File: config.mk
export PLATFORM = sky130hd
export DESIGN_NAME = ctvi_ctrl
export DESIGN_NICKNAME = d
export VERILOG_FILES = /design/src/sv/ctvi_pkg.sv /design/src/sv/ctvi_ctrl.sv
export SDC_FILE = /design/constraint.sdc
export NUM_CORES = 1
export LEC_CHECK = 0
export BUFFER_PORTS_ARGS = -buffer_cell sky130_fd_sc_hd__buf_4
export CORE_AREA = 2 2 40 42
export DETAILED_ROUTE_END_ITERATION = 12
export DIE_AREA = 0 0 42 44
export PLACE_DENSITY = 0.77
export SLEW_MARGIN = 10
export SYNTH_ARGS = -nofsm -noshare
export SYNTH_HDL_FRONTEND = slang
export SYNTH_SLANG_ARGS = --single-unit
File: constraint.sdc
create_clock -name clock -period 3 [get_ports clock]
set_input_delay 0.45 -clock clock [delete_from_list [all_inputs] [get_ports clock]]
set_output_delay 0.45 -clock clock [all_outputs]
set_load 0.01 [all_outputs]
File: src/sv/ctvi_pkg.sv
// Shared types and constants for the vertical candela table interpolator.
// No dependencies.
package ctvi_pkg;

   localparam int ANGLE_W     = 14;
   localparam int INDEX_W     = 10;
   localparam int CANDELA_W   = 20;
   localparam int SUM_W       = 30;
   localparam int INTENSITY_W = 28;
   localparam int CSR_W       = 11;
   localparam int DVD_W       = 38;   // sum << 8 or angle difference << 16
   localparam int DVS_W       = 16;
   localparam int FRAC_W      = 16;

   typedef enum logic [1:0] {
      OP_WRITE_ANGLE = 2'd0,
      OP_ADD_CANDELA = 2'd1,
      OP_QUERY       = 2'd2,
      OP_CLEAR_SUMS  = 2'd3
   } op_type;

   typedef enum logic [0:0] {
      CSR_NUM_VERT = 1'b0,
      CSR_NUM_HORZ = 1'b1
   } csr_index_type;

   typedef struct packed {
      op_type                 operation;
      logic [INDEX_W-1:0]     index;
      logic [ANGLE_W-1:0]     angle;
      logic [CANDELA_W-1:0]   candela;
   } req_type;

   typedef struct packed {
      logic [INTENSITY_W-1:0] intensity;
      logic                   found;
   } rsp_type;

   typedef enum logic [1:0] {
      COL_SEL_INDEX = 2'd0,
      COL_SEL_LOW   = 2'd1,
      COL_SEL_HIGH  = 2'd2
   } col_sel_type;

   typedef enum logic [3:0] {
      ST_CLEAR, ST_IDLE, ST_ADD_RD, ST_ADD_WR, ST_SCAN,
      ST_RD0, ST_DIV0_GO, ST_DIV0, ST_RD1, ST_DIV1_GO, ST_DIV1,
      ST_DIVF, ST_MUL, ST_FIN, ST_OUT
   } state_type;

   typedef struct packed {
      logic        load;
      logic        ang_wr;
      logic        add_wr;
      logic        clr_init;
      logic        clr_wr;
      logic        scan_init;
      logic        scan;
      logic        sel_zero;
      col_sel_type col_sel;
      logic        div_start;
      logic        div_frac;
      logic        store_a0;
      logic        store_a1;
      logic        store_f;
      logic        mul;
      logic        fin;
      logic        single_res;
      logic        zero_res;
      logic        rsp_valid;
   } cmd_type;

   typedef struct packed {
      logic nv_zero;
      logic nh_zero;
      logic nv_one;
      logic scan_hit;
      logic scan_end;
      logic div_done;
      logic clr_last;
   } status_type;

endpackage

File: src/sv/ctvi_ctrl.sv
// Controller state machine: sequences loads, clears, scan, divides and output.
// Depends on ctvi_pkg.
module ctvi_ctrl (
   input  logic                 clock,
   input  logic                 reset,
   input  logic                 start,
   input  ctvi_pkg::op_type     operation,
   input  ctvi_pkg::status_type status,
   output ctvi_pkg::cmd_type    cmd,
   output logic                 busy
);
   import ctvi_pkg::*;

   state_type state_ff, state_in;
   logic      accept;

   assign accept = start && (state_ff == ST_IDLE);

   always_comb begin
      state_in = state_ff;
      unique case (state_ff)
         ST_CLEAR: if (status.clr_last) state_in = ST_IDLE;
         ST_IDLE: begin
            if (accept) begin
               unique case (operation)
                  OP_WRITE_ANGLE: state_in = ST_IDLE;
                  OP_ADD_CANDELA: state_in = ST_ADD_RD;
                  OP_CLEAR_SUMS:  state_in = ST_CLEAR;
                  OP_QUERY: begin
                     priority if (status.nv_zero || status.nh_zero) state_in = ST_OUT;
                     else if (status.nv_one)                        state_in = ST_RD0;
                     else                                           state_in = ST_SCAN;
                  end
               endcase
            end
         end
         ST_ADD_RD:  state_in = ST_ADD_WR;
         ST_ADD_WR:  state_in = ST_IDLE;
         ST_SCAN: begin
            priority if (status.scan_hit) state_in = ST_RD0;
            else if (status.scan_end)     state_in = ST_OUT;
         end
         ST_RD0:     state_in = ST_DIV0_GO;
         ST_DIV0_GO: state_in = ST_DIV0;
         ST_DIV0: begin
            if (status.div_done) state_in = status.nv_one ? ST_OUT : ST_RD1;
         end
         ST_RD1:     state_in = ST_DIV1_GO;
         ST_DIV1_GO: state_in = ST_DIV1;
         ST_DIV1:    if (status.div_done) state_in = ST_DIVF;
         ST_DIVF:    if (status.div_done) state_in = ST_MUL;
         ST_MUL:     state_in = ST_FIN;
         ST_FIN:     state_in = ST_OUT;
         ST_OUT:     state_in = ST_IDLE;
         default:    state_in = ST_IDLE;
      endcase
   end

   always_comb begin
      cmd         = '0;
      cmd.col_sel = COL_SEL_INDEX;
      unique case (state_ff)
         ST_CLEAR: cmd.clr_wr = 1'b1;
         ST_IDLE: begin
            if (accept) begin
               cmd.load = 1'b1;
               unique case (operation)
                  OP_WRITE_ANGLE: cmd.ang_wr   = 1'b1;
                  OP_CLEAR_SUMS:  cmd.clr_init = 1'b1;
                  OP_ADD_CANDELA: cmd.clr_init = 1'b0;
                  OP_QUERY: begin
                     cmd.scan_init = 1'b1;
                     cmd.sel_zero  = 1'b1;
                     cmd.zero_res  = 1'b1;
                  end
               endcase
            end
         end
         ST_ADD_RD: cmd.col_sel = COL_SEL_INDEX;
         ST_ADD_WR: cmd.add_wr  = 1'b1;
         ST_SCAN: begin
            cmd.scan     = 1'b1;
            cmd.zero_res = 1'b1;
         end
         ST_RD0:     cmd.col_sel   = COL_SEL_LOW;
         ST_DIV0_GO: cmd.div_start = 1'b1;
         ST_DIV0: begin
            cmd.store_a0   = status.div_done;
            // single-entry table: the column-0 average is the answer
            cmd.single_res = status.div_done && status.nv_one;
         end
         ST_RD1:     cmd.col_sel   = COL_SEL_HIGH;
         ST_DIV1_GO: cmd.div_start = 1'b1;
         ST_DIV1: begin
            cmd.store_a1  = status.div_done;
            cmd.div_start = status.div_done;
            cmd.div_frac  = 1'b1;
         end
         ST_DIVF: cmd.store_f = status.div_done;
         ST_MUL:  cmd.mul     = 1'b1;
         ST_FIN:  cmd.fin     = 1'b1;
         ST_OUT:  cmd.rsp_valid = 1'b1;
         default: cmd.rsp_valid = 1'b0;
      endcase
   end

   always_ff @(posedge clock) begin
      if (reset) begin
         state_ff <= ST_CLEAR;
      end else begin
         state_ff <= state_in;
      end
   end

   assign busy = (state_ff != ST_IDLE);

endmodule

==> reports/qor.log, run 1 <==
INFO  finish         final_layout_size_suffix_gt1_share=32.8%
INFO  finish         post-route-util=59.1%
INFO  route          post_route_wl=1.75mm
INFO  pwr            irDropWorstVdd=0.456mV
INFO  grt            antenna_found_initial=0
INFO  timing         achievable-frequency=451MHz
INFO  timing         final_setup_fails=0
INFO  timing         post-route-worst-setup-slack=0.781ns
INFO  synth          synth.most_common_cell=sky130_fd_sc_hd__nor2_1
INFO  finish         fin_cells=135
INFO  synth          yosysSeqAreaShare=13.3%
INFO  synth          postSynth.topFlopCell=sky130_fd_sc_hd__dfxtp_1
INFO  timing         grt_setup_unrepaired=false
INFO  synth          post-synth-top-area-cell=sky130_fd_sc_hd__dfxtp_1
INFO  grt            first_global_vias=684
INFO  finish         registers.top_by_ff_count=state_ff
INFO  die            placement_rows=14
INFO  clocking       post_cts_resized=0
INFO  clocking       cts_setup_buffers=0
INFO  synth          synth_async_sr_flop_share=0%
INFO  synth          post_synth_num_cell_types=36
INFO  finish         largestRegisters=state_ff (4)
INFO  setup_path     regToRegSetupSlack=1.27ns
INFO  timing         tns=0ns
INFO  route          avgRoutedWirePerCell=13.0µm
INFO  setup_path     worstPathMaxFanout=23
INFO  timing         timing.max_slew.rel_slack=56.3%
INFO  synth          synth_nets=103
INFO  synth          yosys-top-cells-count=12 x sky130_fd_sc_hd__nor2_1, 9 x sky130_fd_sc_hd__nand2_1, 8 x sky130_fd_sc_hd__nor3_1
INFO  finish         syn_to_final_growth=39.6%
INFO  clocking       insertion_delay=0.25ns
INFO  clocking       tritoncts_num_sinks=4
INFO  route          route.detailed.vias_per_inst=5.81
INFO  flow_run       max-cap-violations=0
INFO  clocking       cts_buffers=3
INFO  pwr            power-per-cell-area=818nW/µm²
INFO  synth          netlist_top_cells_area=sky130_fd_sc_hd__dfxtp_1 13%, sky130_fd_sc_hd__nor2_1 7.5%, sky130_fd_sc_hd__nor3_1 6.7%
INFO  synth          syn_area_per_cell=6.60µm²
INFO  timing         timing.final.crit_period=2.22ns
INFO  min_path       hold_class=input pin to register
INFO  timing         number_of_hold_violations_in_the_final_report=0
INFO  grt            globalRoute.totalOverflow=0
INFO  placed_design  placement.setup.worst_slack=1.06ns
INFO  placed_design  dp_cells=132
INFO  pwr            leakage=0.370nW
INFO  die            fp.dieH=44µm
INFO  route          drt_pass1_iterations=4
INFO  route          final_antenna_net_count=0
INFO  route          vias=785
INFO  finish         inserted_diodes=0
INFO  route          first_iter_violations=20
INFO  synth          syn_area=601µm²
INFO  die            die-area=1850µm²
INFO  grt            grt_max_degree=24
INFO  synth          post_synth_inst_count=91
INFO  die            ioPinCount=33
INFO  die            die_w=42µm
INFO  clocking       clockBufferDepth=2
INFO  synth          synth-edff-count=0
INFO  clocking       clk_pin_slew=0.05ns
INFO  timing         post-route-period-util=74.0%
INFO  clocking       clock-root-buffer=sky130_fd_sc_hd__clkbuf_4
INFO  synth          flip_flop_and_latch_count_after_synthesis=4
INFO  placed_design  half_perimeter_wire_length_after_placement=1.36mm
INFO  finish         largest_register_ff_count=4
INFO  synth          synth.yosys.warnings=0
INFO  grt            first_pass_grt_wire_length=2.90mm
INFO  setup_path     cp-start-kind=register
INFO  synth          synth_top_cell_area_share=13.3%
INFO  setup_path     worst-setup-path-type=register to output pin
INFO  grt            grt_usage=19.7%
INFO  setup_path     setup.worst_path.end_class=output pin
INFO  outcome        outcome=completed
INFO  setup_path     worst-endpoint-required=2.55ns
INFO  clocking       post_cts_hold_buffer_count=0
INFO  placed_design  gp_congestion=0.762
INFO  clocking       htreeDepth=1
INFO  timing         timing.final.max_slew_violations=0
INFO  timing         max_slew.worst_pin.slew=0.654ns
INFO  die            floorplan.core_area=1420µm²
INFO  setup_path     critPathArrivalTime=1.77ns
INFO  route          drc_errors=0
INFO  timing         finalClockSkew=0.0156ns
INFO  placed_design  placement.io_buffers=32
INFO  finish         nets=133
INFO  clocking       cts_tree=built
INFO  die            start_util=42.3%
## power by group
| group | internal (mW) | total [mW] | switching (mW) |
|---|---|---|---|
| Sequential | 0.0742 | 0.162 | 0.0875 |
| Clock | 0.0451 | 0.0716 | 0.0266 |
| Combinational | 0.223 | 0.453 | 0.230 |
| Total | 0.342 | 0.686 | 0.344 |
## final cells by class
type / instances / area (µm²)
Fill cell: 145 / 581
Multi-Input combinational cell: 75 / 457
Timing Repair Buffer: 32 / 240
Sequential cell: 4 / 80.1
Clock buffer: 3 / 22.5
Tap cell: 16 / 20.0
Inverter: 5 / 18.8
## kinds of logic (layout without fill, tap and decap cells)
| logic type | count (synthesis) | in the layout | synth area share, % |
|---|---|---|---|
| simple gates | 46 | 46 | 38.5 |
| flops | 4 | 4 | 13.3 |
| buf+inv | 12 | 40 | 10.6 |
| compound gates | 28 | 28 | 35.8 |
| mux | 1 | 1 | 1.67 |
## layout by cell type, fill, tap and decap left out, types with 2 or more instances in the layout
cell type | Yosys | routed
sky130_fd_sc_hd__a211o_1 | 2 | 2
sky130_fd_sc_hd__a21oi_1 | 6 | 6
sky130_fd_sc_hd__buf_4 | 4 | 32
sky130_fd_sc_hd__clkbuf_4 | 0 | 3
sky130_fd_sc_hd__dfxtp_1 | 4 | 4
sky130_fd_sc_hd__inv_1 | 5 | 5
sky130_fd_sc_hd__nand2_1 | 9 | 9
sky130_fd_sc_hd__nand2b_1 | 6 | 6
sky130_fd_sc_hd__nand3_1 | 2 | 2
sky130_fd_sc_hd__nor2_1 | 12 | 12
sky130_fd_sc_hd__nor2b_1 | 3 | 3
sky130_fd_sc_hd__nor3_1 | 8 | 8
sky130_fd_sc_hd__o21ai_0 | 2 | 2
sky130_fd_sc_hd__o22ai_1 | 3 | 3
## final timing paths
kind / start / depth (start not counted) / end
setup reg to reg: state_ff[0]$_SDFFE_PP0P_ / 4 / state_ff[0]$_SDFFE_PP0P_
setup / recovery: state_ff[0]$_SDFFE_PP0P_ / 5 / cmd[16]
hold / removal: reset / 2 / state_ff[0]$_SDFFE_PP0P_
hold reg to reg: state_ff[1]$_SDFFE_PP0P_ / 3 / state_ff[3]$_SDFFE_PP0P_
## metrics by stage
stage	instance area [µm²]	hold WS, ns	power, mW
2_1_floorplan	601	0.515	0.486
3_3_place_gp	816	0.660	0.605
3_5_place_dp	816	0.662	0.611
4_1_cts	838	0.406	0.684
5_1_grt	838	0.412	0.743
6_report	838	0.406	0.686
## layer usage
layer	track usage (%)	wire length [µm]
met1	25.4	718
met2	33.1	851
met3	5.00	185
met4	4.52	0
met5	0	0
## critical path: stages, from the launching register on
cell and delay, ns:
sky130_fd_sc_hd__dfxtp_1 0.73, sky130_fd_sc_hd__nor2b_1 0.25, sky130_fd_sc_hd__nand3_1 0.16, sky130_fd_sc_hd__inv_1 0.11
sky130_fd_sc_hd__and3_1 0.15, sky130_fd_sc_hd__buf_4 0.11
Power figures use the tool's default switching activity.
==> run 2: changes to the inputs <==
Settings changed: ABC_AREA set to 1, CORE_AREA 2 2 40 42 to 2 2 44 46, DIE_AREA 0 0 42 44 to 0 0 46 48, PLACE_DENSITY 0.77 to 0.7.
Clock period 3 ns to 1.9 ns, I/O delays scaled along.
==> reports/qor.log, run 2 <==
INFO  outcome        outcome=completed [unchanged]
INFO  setup_path     setup.worst_path.end_class=output pin [unchanged]
INFO  clocking       clock-root-buffer=sky130_fd_sc_hd__clkbuf_4 [unchanged]
INFO  synth          yosysSeqAreaShare=12.7% [was 13.3%]
INFO  clocking       post_cts_hold_buffer_count=0 [unchanged]
INFO  grt            globalRoute.totalOverflow=0 [unchanged]
INFO  pwr            pwr-share-seq=20.0% [was 23.6%]
INFO  timing         timing.max_slew.rel_slack=75.6% [was 56.3%]
INFO  clocking       cts_tree=built [unchanged]
INFO  setup_path     worst-setup-path-type=register to output pin [unchanged]
INFO  clocking       tritoncts_num_sinks=4 [unchanged]
INFO  pwr            total_power_of_the_final_layout=821µW [was 686 µW]
INFO  timing         post-route-period-util=93.2%
INFO  pwr            leakage=0.541nW [was 0.370 nW]
INFO  route          route.detailed.vias_per_inst=4.89 [was 5.81]
INFO  synth          synth.most_common_cell=sky130_fd_sc_hd__nand2_1 [was sky130_fd_sc_hd__nor2_1]
INFO  setup_path     critical_path_buf_inv_count=2 [unchanged]
INFO  timing         max_slew.worst_pin.slew=0.366ns [was 0.654 ns]
INFO  route          avgRoutedWirePerCell=9.98µm [was 13.0 µm]
INFO  die            die-area=2210µm² [was 1850 µm²]
INFO  timing         timing.final.crit_period=1.77ns
INFO  die            fp.dieH=48µm [was 44 µm]
INFO  placed_design  dp_cells=172 [was 132]
INFO  route          post_route_wl=1.75mm [about the same]
INFO  die            floorplan.core_area=1690µm² [was 1420 µm²]
INFO  synth          netlist_top_cells_area=sky130_fd_sc_hd__nand2_1 19%, sky130_fd_sc_hd__nor2_1 14%, sky130_fd_sc_hd__dfxtp_1 13% [was sky130_fd_sc_hd__dfxtp_1 13%, sky130_fd_sc_hd__nor2_1 7.5%, sky130_fd_sc_hd__nor3_1 6.7%]
INFO  synth          postSynth.topFlopCell=sky130_fd_sc_hd__dfxtp_1 [unchanged]
INFO  finish         fin_cells=175 [was 135]
INFO  pwr            power-per-cell-area=905nW/µm² [was 818 nW/µm²]
INFO  finish         postLayoutCellArea=907µm² [was 838 µm²]
INFO  synth          syn_area=632µm² [was 601 µm²]
INFO  pwr            irDropWorstVdd=0.365mV [was 0.456 mV]
INFO  die            placement_rows=15 [was 14]
INFO  finish         registers.top_by_ff_count=state_ff [unchanged]
INFO  timing         minimum_hold_slack=0.221ns [was 0.406 ns]
INFO  pwr            combinationalPowerShare=66.6% [was 66.0%]
INFO  synth          synth-edff-count=0 [unchanged]
INFO  synth          post_synth_inst_count=125 [was 91]
INFO  die            die_w=46µm [was 42 µm]
INFO  timing         number_of_hold_violations_in_the_final_report=0 [unchanged]
INFO  pwr            switching_power=430µW [was 344 µW]
INFO  finish         nets=172 [was 133]
INFO  setup_path     worstPathMaxFanout=6 [was 23]
INFO  finish         mostFrequentLayoutCells=32 x sky130_fd_sc_hd__nand2_1, 32 x sky130_fd_sc_hd__buf_4, 22 x sky130_fd_sc_hd__nor2_1, 20 x sky130_fd_sc_hd__inv_1, 9 x sky130_fd_sc_hd__nand3_1 [was 32 x sky130_fd_sc_hd__buf_4, 12 x sky130_fd_sc_hd__nor2_1, 9 x sky130_fd_sc_hd__nand2_1, 8 x sky130_fd_sc_hd__nor3_1]
INFO  finish         syn_to_final_growth=43.6% [was 39.6%]
INFO  synth          post_synth_num_cell_types=20 [was 36]
INFO  placed_design  placement.setup.worst_slack=0.219ns [was 1.06 ns]
INFO  grt            first_pass_grt_wire_length=2.82mm [was 2.90 mm]
INFO  setup_path     cells_along_the_critical_path=inv_2, nor2_1, nand2_1, o221ai_1, buf_4 [was nor2b_1, nand3_1, inv_1, and3_1, buf_4]
INFO  route          final_antenna_net_count=0 [unchanged]
INFO  setup_path     timing.critical_path.slowest_cell_delay=0.53ns [was 0.73 ns]
INFO  flow_run       max-cap-violations=0 [unchanged]
INFO  grt            grt_usage=17.1% [was 19.7%]
INFO  timing         final_setup_fails=0 [unchanged]
INFO  placed_design  half_perimeter_wire_length_after_placement=1.47mm [was 1.36 mm]
INFO  finish         final_layout_size_suffix_gt1_share=32.9% [was 32.8%]
INFO  synth          synth.yosys.warnings=0 [unchanged]
INFO  setup_path     critPathArrivalTime=1.49ns [was 1.77 ns]
INFO  clocking       post_cts_resized=1 [was 0]
INFO  clocking       htreeDepth=1 [unchanged]
INFO  die            start_util=37.4% [was 42.3%]
INFO  clocking       clk_pin_slew=0.04ns [was 0.05 ns]
INFO  finish         fill_cells=191 [was 145]
INFO  route          drt_pass1_iterations=4 [unchanged]
INFO  timing         timing.final.max_slew_violations=0 [unchanged]
INFO  synth          synth_async_sr_flop_share=0% [unchanged]
INFO  route          vias=855 [was 785]
INFO  clocking       cts_setup_buffers=0 [unchanged]
INFO  finish         largestRegisters=state_ff (4) [unchanged]
INFO  timing         grt_setup_unrepaired=false [unchanged]
INFO  placed_design  gp_congestion=0.897 [was 0.762]
INFO  placed_design  placement.io_buffers=32 [unchanged]
INFO  route          drc_errors=0 [unchanged]
INFO  min_path       hold_class=input pin to register [unchanged]
INFO  timing         achievable-frequency=565MHz
INFO  setup_path     worst_path_dominant_cell_family=flip-flops [unchanged]
INFO  synth          flip_flop_and_latch_count_after_synthesis=4 [unchanged]
INFO  setup_path     cpMaxStageDelayCell=sky130_fd_sc_hd__dfxtp_1 [unchanged]
INFO  timing         post-route-worst-setup-slack=0.129ns [was 0.781 ns]
INFO  clocking       insertion_delay=0.24ns [was 0.25 ns]
INFO  pwr            portion_of_total_power_attributed_to_the_clock_network=13.3% [was 10.4%]
INFO  setup_path     worst-endpoint-required=1.62ns [was 2.55 ns]
INFO  finish         largest_register_ff_count=4 [unchanged]
INFO  clocking       cts_buffers=3 [unchanged]
INFO  synth          post-synth-top-area-cell=sky130_fd_sc_hd__nand2_1 [was sky130_fd_sc_hd__dfxtp_1]
INFO  timing         tns=0ns [unchanged]
INFO  synth          yosys-top-cells-count=32 x sky130_fd_sc_hd__nand2_1, 23 x sky130_fd_sc_hd__nor2_1, 20 x sky130_fd_sc_hd__inv_1 [was 12 x sky130_fd_sc_hd__nor2_1, 9 x sky130_fd_sc_hd__nand2_1, 8 x sky130_fd_sc_hd__nor3_1]
INFO  synth          synth_nets=137 [was 103]
INFO  grt            grt_max_degree=11 [was 24]
INFO  die            ioPinCount=33 [unchanged]
INFO  clocking       clockBufferDepth=2 [unchanged]
INFO  grt            antenna_found_initial=0 [unchanged]
INFO  synth          syn_area_per_cell=5.05µm² [was 6.60 µm²]
INFO  timing         finalClockSkew=0.000665ns [was 0.0156 ns]
INFO  finish         post-route-util=53.7% [was 59.1%]
INFO  synth          synth_top_cell_area_share=19.0% [was 13.3%]
INFO  setup_path     cp-start-kind=register [unchanged]
INFO  pwr            internal_power=391µW [was 342 µW]
INFO  placed_design  placed_cell_areas=875µm² [was 816 µm²]
INFO  grt            first_global_vias=737 [was 684]
INFO  finish         inserted_diodes=0 [unchanged]
INFO  route          first_iter_violations=28 [was 20]
INFO  pwr            swShare=52.4% [was 50.1%]
-- run 2: final timing paths --
kind	start	endpoint	slack, ns	cells past startpoint
worst max-delay path	state_ff[3]$_SDFFE_PP0P_	cmd[9]	0.13	5
worst min-delay path	reset	state_ff[1]$_SDFFE_PP0P_	0.22	2
worst max register to register	state_ff[2]$_SDFFE_PP0P_	state_ff[2]$_SDFFE_PP0P_	0.40	8
worst min register to register	state_ff[3]$_SDFFE_PP0P_	state_ff[3]$_SDFFE_PP0P_	0.62	2
-- run 2: area by class of cell --
cell class,count,area [µm²],share of cell area [%]
repair buffers,32,240,26.5
clock buffers,3,22.5,2.48
well taps,17,21.3,2.34
multi-input cells,95,450,49.7
flip-flops and latches,4,82.6,9.10
inverters,24,90.1,9.93
-- run 2: routing by layer --
| layer | vias to the layer above | track usage, % | part of all wire [%] |
|---|---|---|---|
| met5 | - | 0 | 0 |
| met4 | 0 | 3.43 | 0.80 |
| met3 | 2 | 2.26 | 5.8 |
| met2 | 31 | 31.9 | 46 |
| met1 | 361 | 20.8 | 47 |
| li1 | 461 | - | - |
-- run 2: cell families after synthesis --
family,Yosys count,share of synthesized area (%)
simple gates,82,58.4
buf+inv,26,17.2
compound gates,13,11.7
flops,4,12.7
-- run 2: power by group through the flow --
stage / clock (mW) / combinational (mW) / sequential, mW
global placement: 0 / 0.540 / 0.156
detailed placement: 0 / 0.544 / 0.156
finish: 0.109 / 0.547 / 0.164
global route: 0.118 / 0.608 / 0.169
CTS: 0.111 / 0.548 / 0.156
floorplan: 0 / 0.389 / 0.138
==> run 3: changes to the inputs <==
Settings changed: ABC_AREA 1 to not set, CORE_AREA 2 2 44 46 to 2 2 43 45, DIE_AREA 0 0 46 48 to 0 0 45 47, PLACE_DENSITY 0.7 to 0.71.
==> reports/qor.log, run 3 (same netlist as run 1, synthesis figures left out) <==
INFO  outcome        outcome=completed [unchanged]
INFO  pwr            power-per-cell-area=1300nW/µm² [was 905 nW/µm²]
INFO  finish         fin_cells=138 [was 175]
INFO  setup_path     cp-start-kind=register [unchanged]
INFO  grt            first_global_vias=670 [was 737]
INFO  clocking       htreeDepth=1 [unchanged]
INFO  timing         timing.final.crit_period=1.72ns [was 1.77 ns]
INFO  placed_design  placement.io_buffers=32 [unchanged]
INFO  die            floorplan.core_area=1650µm² [was 1690 µm²]
INFO  route          first_iter_violations=14 [was 28]
INFO  route          vias=760 [was 855]
INFO  finish         area_of_combinational_cells_with_multiple_inputs=459µm² [was 450 µm²]
INFO  clocking       cts_tree=built [unchanged]
INFO  placed_design  half_perimeter_wire_length_after_placement=1.48mm [was 1.47 mm]
INFO  timing         timing.final.max_slew_violations=0 [unchanged]
INFO  finish         largestRegisters=state_ff (4) [unchanged]
INFO  grt            use_met3=3.46% [was 2.26%]
INFO  placed_design  dp_cells=135 [was 172]
INFO  route          final_antenna_net_count=0 [unchanged]
INFO  clocking       insertion_delay=0.23ns [was 0.24 ns]
INFO  grt            grt_usage=18.1% [was 17.1%]
INFO  die            die-area=2120µm² [was 2210 µm²]
INFO  clocking       clockBufferDepth=2 [unchanged]
INFO  finish         mostFrequentLayoutCells=34 x sky130_fd_sc_hd__buf_4, 11 x sky130_fd_sc_hd__nor2_1, 9 x sky130_fd_sc_hd__nand2_1, 8 x sky130_fd_sc_hd__nor3_1 [was 32 x sky130_fd_sc_hd__nand2_1, 32 x sky130_fd_sc_hd__buf_4, 22 x sky130_fd_sc_hd__nor2_1, 20 x sky130_fd_sc_hd__inv_1, 9 x sky130_fd_sc_hd__nand3_1]
INFO  finish         inserted_diodes=0 [unchanged]
INFO  finish         final_layout_size_suffix_gt1_share=38.0% [was 32.9%]
INFO  min_path       hold_class=input pin to register [unchanged]
INFO  setup_path     worst-setup-path-type=register to output pin [unchanged]
INFO  grt            top_usage_layer=met2 [unchanged]
INFO  route          drc_errors=0 [unchanged]
INFO  route          route.detailed.vias_per_inst=5.51 [was 4.89]
INFO  timing         tns=0ns [unchanged]
INFO  timing         achievable-frequency=580MHz [was 565 MHz]
INFO  finish         registers.top_by_ff_count=state_ff [unchanged]
INFO  timing         final_setup_fails=0 [unchanged]
INFO  clocking       post_cts_hold_buffer_count=0 [unchanged]
INFO  grt            grt_util_met1=22.1% [was 20.8%]
INFO  die            fp.dieH=47µm [was 48 µm]
INFO  setup_path     worstPathMaxFanout=21 [was 6]
INFO  grt            grt_max_degree=22 [was 11]
INFO  pwr            leakage=0.382nW [was 0.541 nW]
INFO  finish         seq_area=85.1µm² [was 82.6 µm²]
INFO  route          drt_pass1_iterations=4 [unchanged]
INFO  finish         layout.cells.most_common=sky130_fd_sc_hd__buf_4
INFO  timing         number_of_hold_violations_in_the_final_report=0 [unchanged]
INFO  die            ioPinCount=33 [unchanged]
INFO  pwr            irDropWorstVdd=0.883mV [was 0.365 mV]
INFO  grt            globalRoute.totalOverflow=0 [unchanged]
INFO  die            start_util=36.4% [was 37.4%]
INFO  pwr            total_power_of_the_final_layout=1.12mW [was 821 µW]
INFO  flow_run       max-cap-violations=0 [unchanged]
INFO  clocking       cts_buffers=3 [unchanged]
INFO  clocking       tritoncts_num_sinks=4 [unchanged]
INFO  setup_path     setup.worst_path.end_class=output pin [unchanged]
INFO  finish         largest_register_ff_count=4 [unchanged]
INFO  grt            antenna_found_initial=0 [unchanged]
INFO  grt            first_pass_grt_wire_length=2.84mm [was 2.82 mm]
INFO  finish         syn_to_final_growth=43.5% [was 43.6%]
INFO  timing         finalClockSkew=0.00182ns [was 0.000665 ns]
INFO  grt            grtUsageMet2=30.3% [was 31.9%]
INFO  placed_design  gp_congestion=0.850 [was 0.897]
INFO  timing         max_slew.worst_pin.slew=0.346ns [was 0.366 ns]
INFO  finish         fill_cells=195 [was 191]
INFO  timing         grt_setup_unrepaired=false [unchanged]
INFO  die            die_w=45µm [was 46 µm]
INFO  route          post_route_wl=1.87mm [was 1.75 mm]
INFO  timing         timing.max_slew.rel_slack=76.6% [was 75.6%]
INFO  timing         post-route-period-util=90.7% [was 93.2%]
INFO  clocking       clk_pin_slew=0.04ns [about the same]
INFO  die            placement_rows=15 [unchanged]
INFO  route          avgRoutedWirePerCell=13.5µm [was 9.98 µm]
INFO  placed_design  placed_cell_areas=832µm² [was 875 µm²]
INFO  clocking       clock-root-buffer=sky130_fd_sc_hd__clkbuf_4 [unchanged]
INFO  setup_path     critPathArrivalTime=1.44ns [was 1.49 ns]
INFO  finish         nets=135 [was 172]
INFO  setup_path     worst-endpoint-required=1.62ns [about the same]
INFO  finish         postLayoutCellArea=862µm² [was 907 µm²]
## run 3: changes by cell type in the layout (fill, tap and decap cells not counted), moves of 4 or more
cell / before / now
sky130_fd_sc_hd__inv_1: 20 / 5
sky130_fd_sc_hd__inv_2: 4 / 0
sky130_fd_sc_hd__nand2_1: 32 / 9
sky130_fd_sc_hd__nand2_2: 4 / 0
sky130_fd_sc_hd__nand2b_1: 0 / 6
sky130_fd_sc_hd__nand3_1: 9 / 2
sky130_fd_sc_hd__nor2_1: 22 / 11
## run 3: worst paths after layout
check	startpoint	end	slack [ns]	cells past startpoint
worst max-delay path	state_ff[2]$_SDFFE_PP0P_	cmd[2]	0.18	4
worst min-delay path	reset	state_ff[2]$_SDFFE_PP0P_	0.26	2
worst max register to register	state_ff[0]$_SDFFE_PP0P_	state_ff[0]$_SDFFE_PP0P_	0.33	5
worst min register to register	state_ff[2]$_SDFFE_PP0P_	state_ff[2]$_SDFFE_PP0P_	0.70	2
## run 3: through the flow
step	utilization, %	setup slack (ns)	hold WS, ns
CTS	51.8	0.0438	0.241
global placement	50.4	0.240	0.492
detailed placement	50.4	0.175	0.499
finish	52.2	0.176	0.258
floorplan	-	0.292	0.350
global route	52.2	0.000683	0.241
## run 3: cell type report
| type | count | area share [%] |
|---|---|---|
| flip-flops and latches | 4 | 9.87 |
| clock buffers | 3 | 2.61 |
| inverters | 5 | 2.18 |
| repair buffers | 34 | 29.6 |
| well taps | 17 | 2.47 |
| multi-input cells | 75 | 53.3 |
## run 3: repair_timing
item,in CTS,in global routing
gates resized for setup,1,4
setup buffers,0,0
endpoints found under the setup margin,2,6
## run 3: routing by layer
layer | up-vias | share of wire, %
met5 | - | 0
met4 | 0 | 1.0
met3 | 2 | 5.6
met2 | 19 | 50
met1 | 348 | 43
li1 | 391 | -
## run 3: power breakdown
part,internal (mW),switching [mW]
combinational,0.377,0.400
clock,0.0703,0.0304
sequential,0.125,0.120
## run 3: critical path, cell delays in order (launching register included)
cell                      delay [ns]
sky130_fd_sc_hd__dfxtp_2        0.52
sky130_fd_sc_hd__nand2_1        0.17
sky130_fd_sc_hd__nor3_1         0.25
sky130_fd_sc_hd__and2_1         0.16
sky130_fd_sc_hd__buf_4          0.11
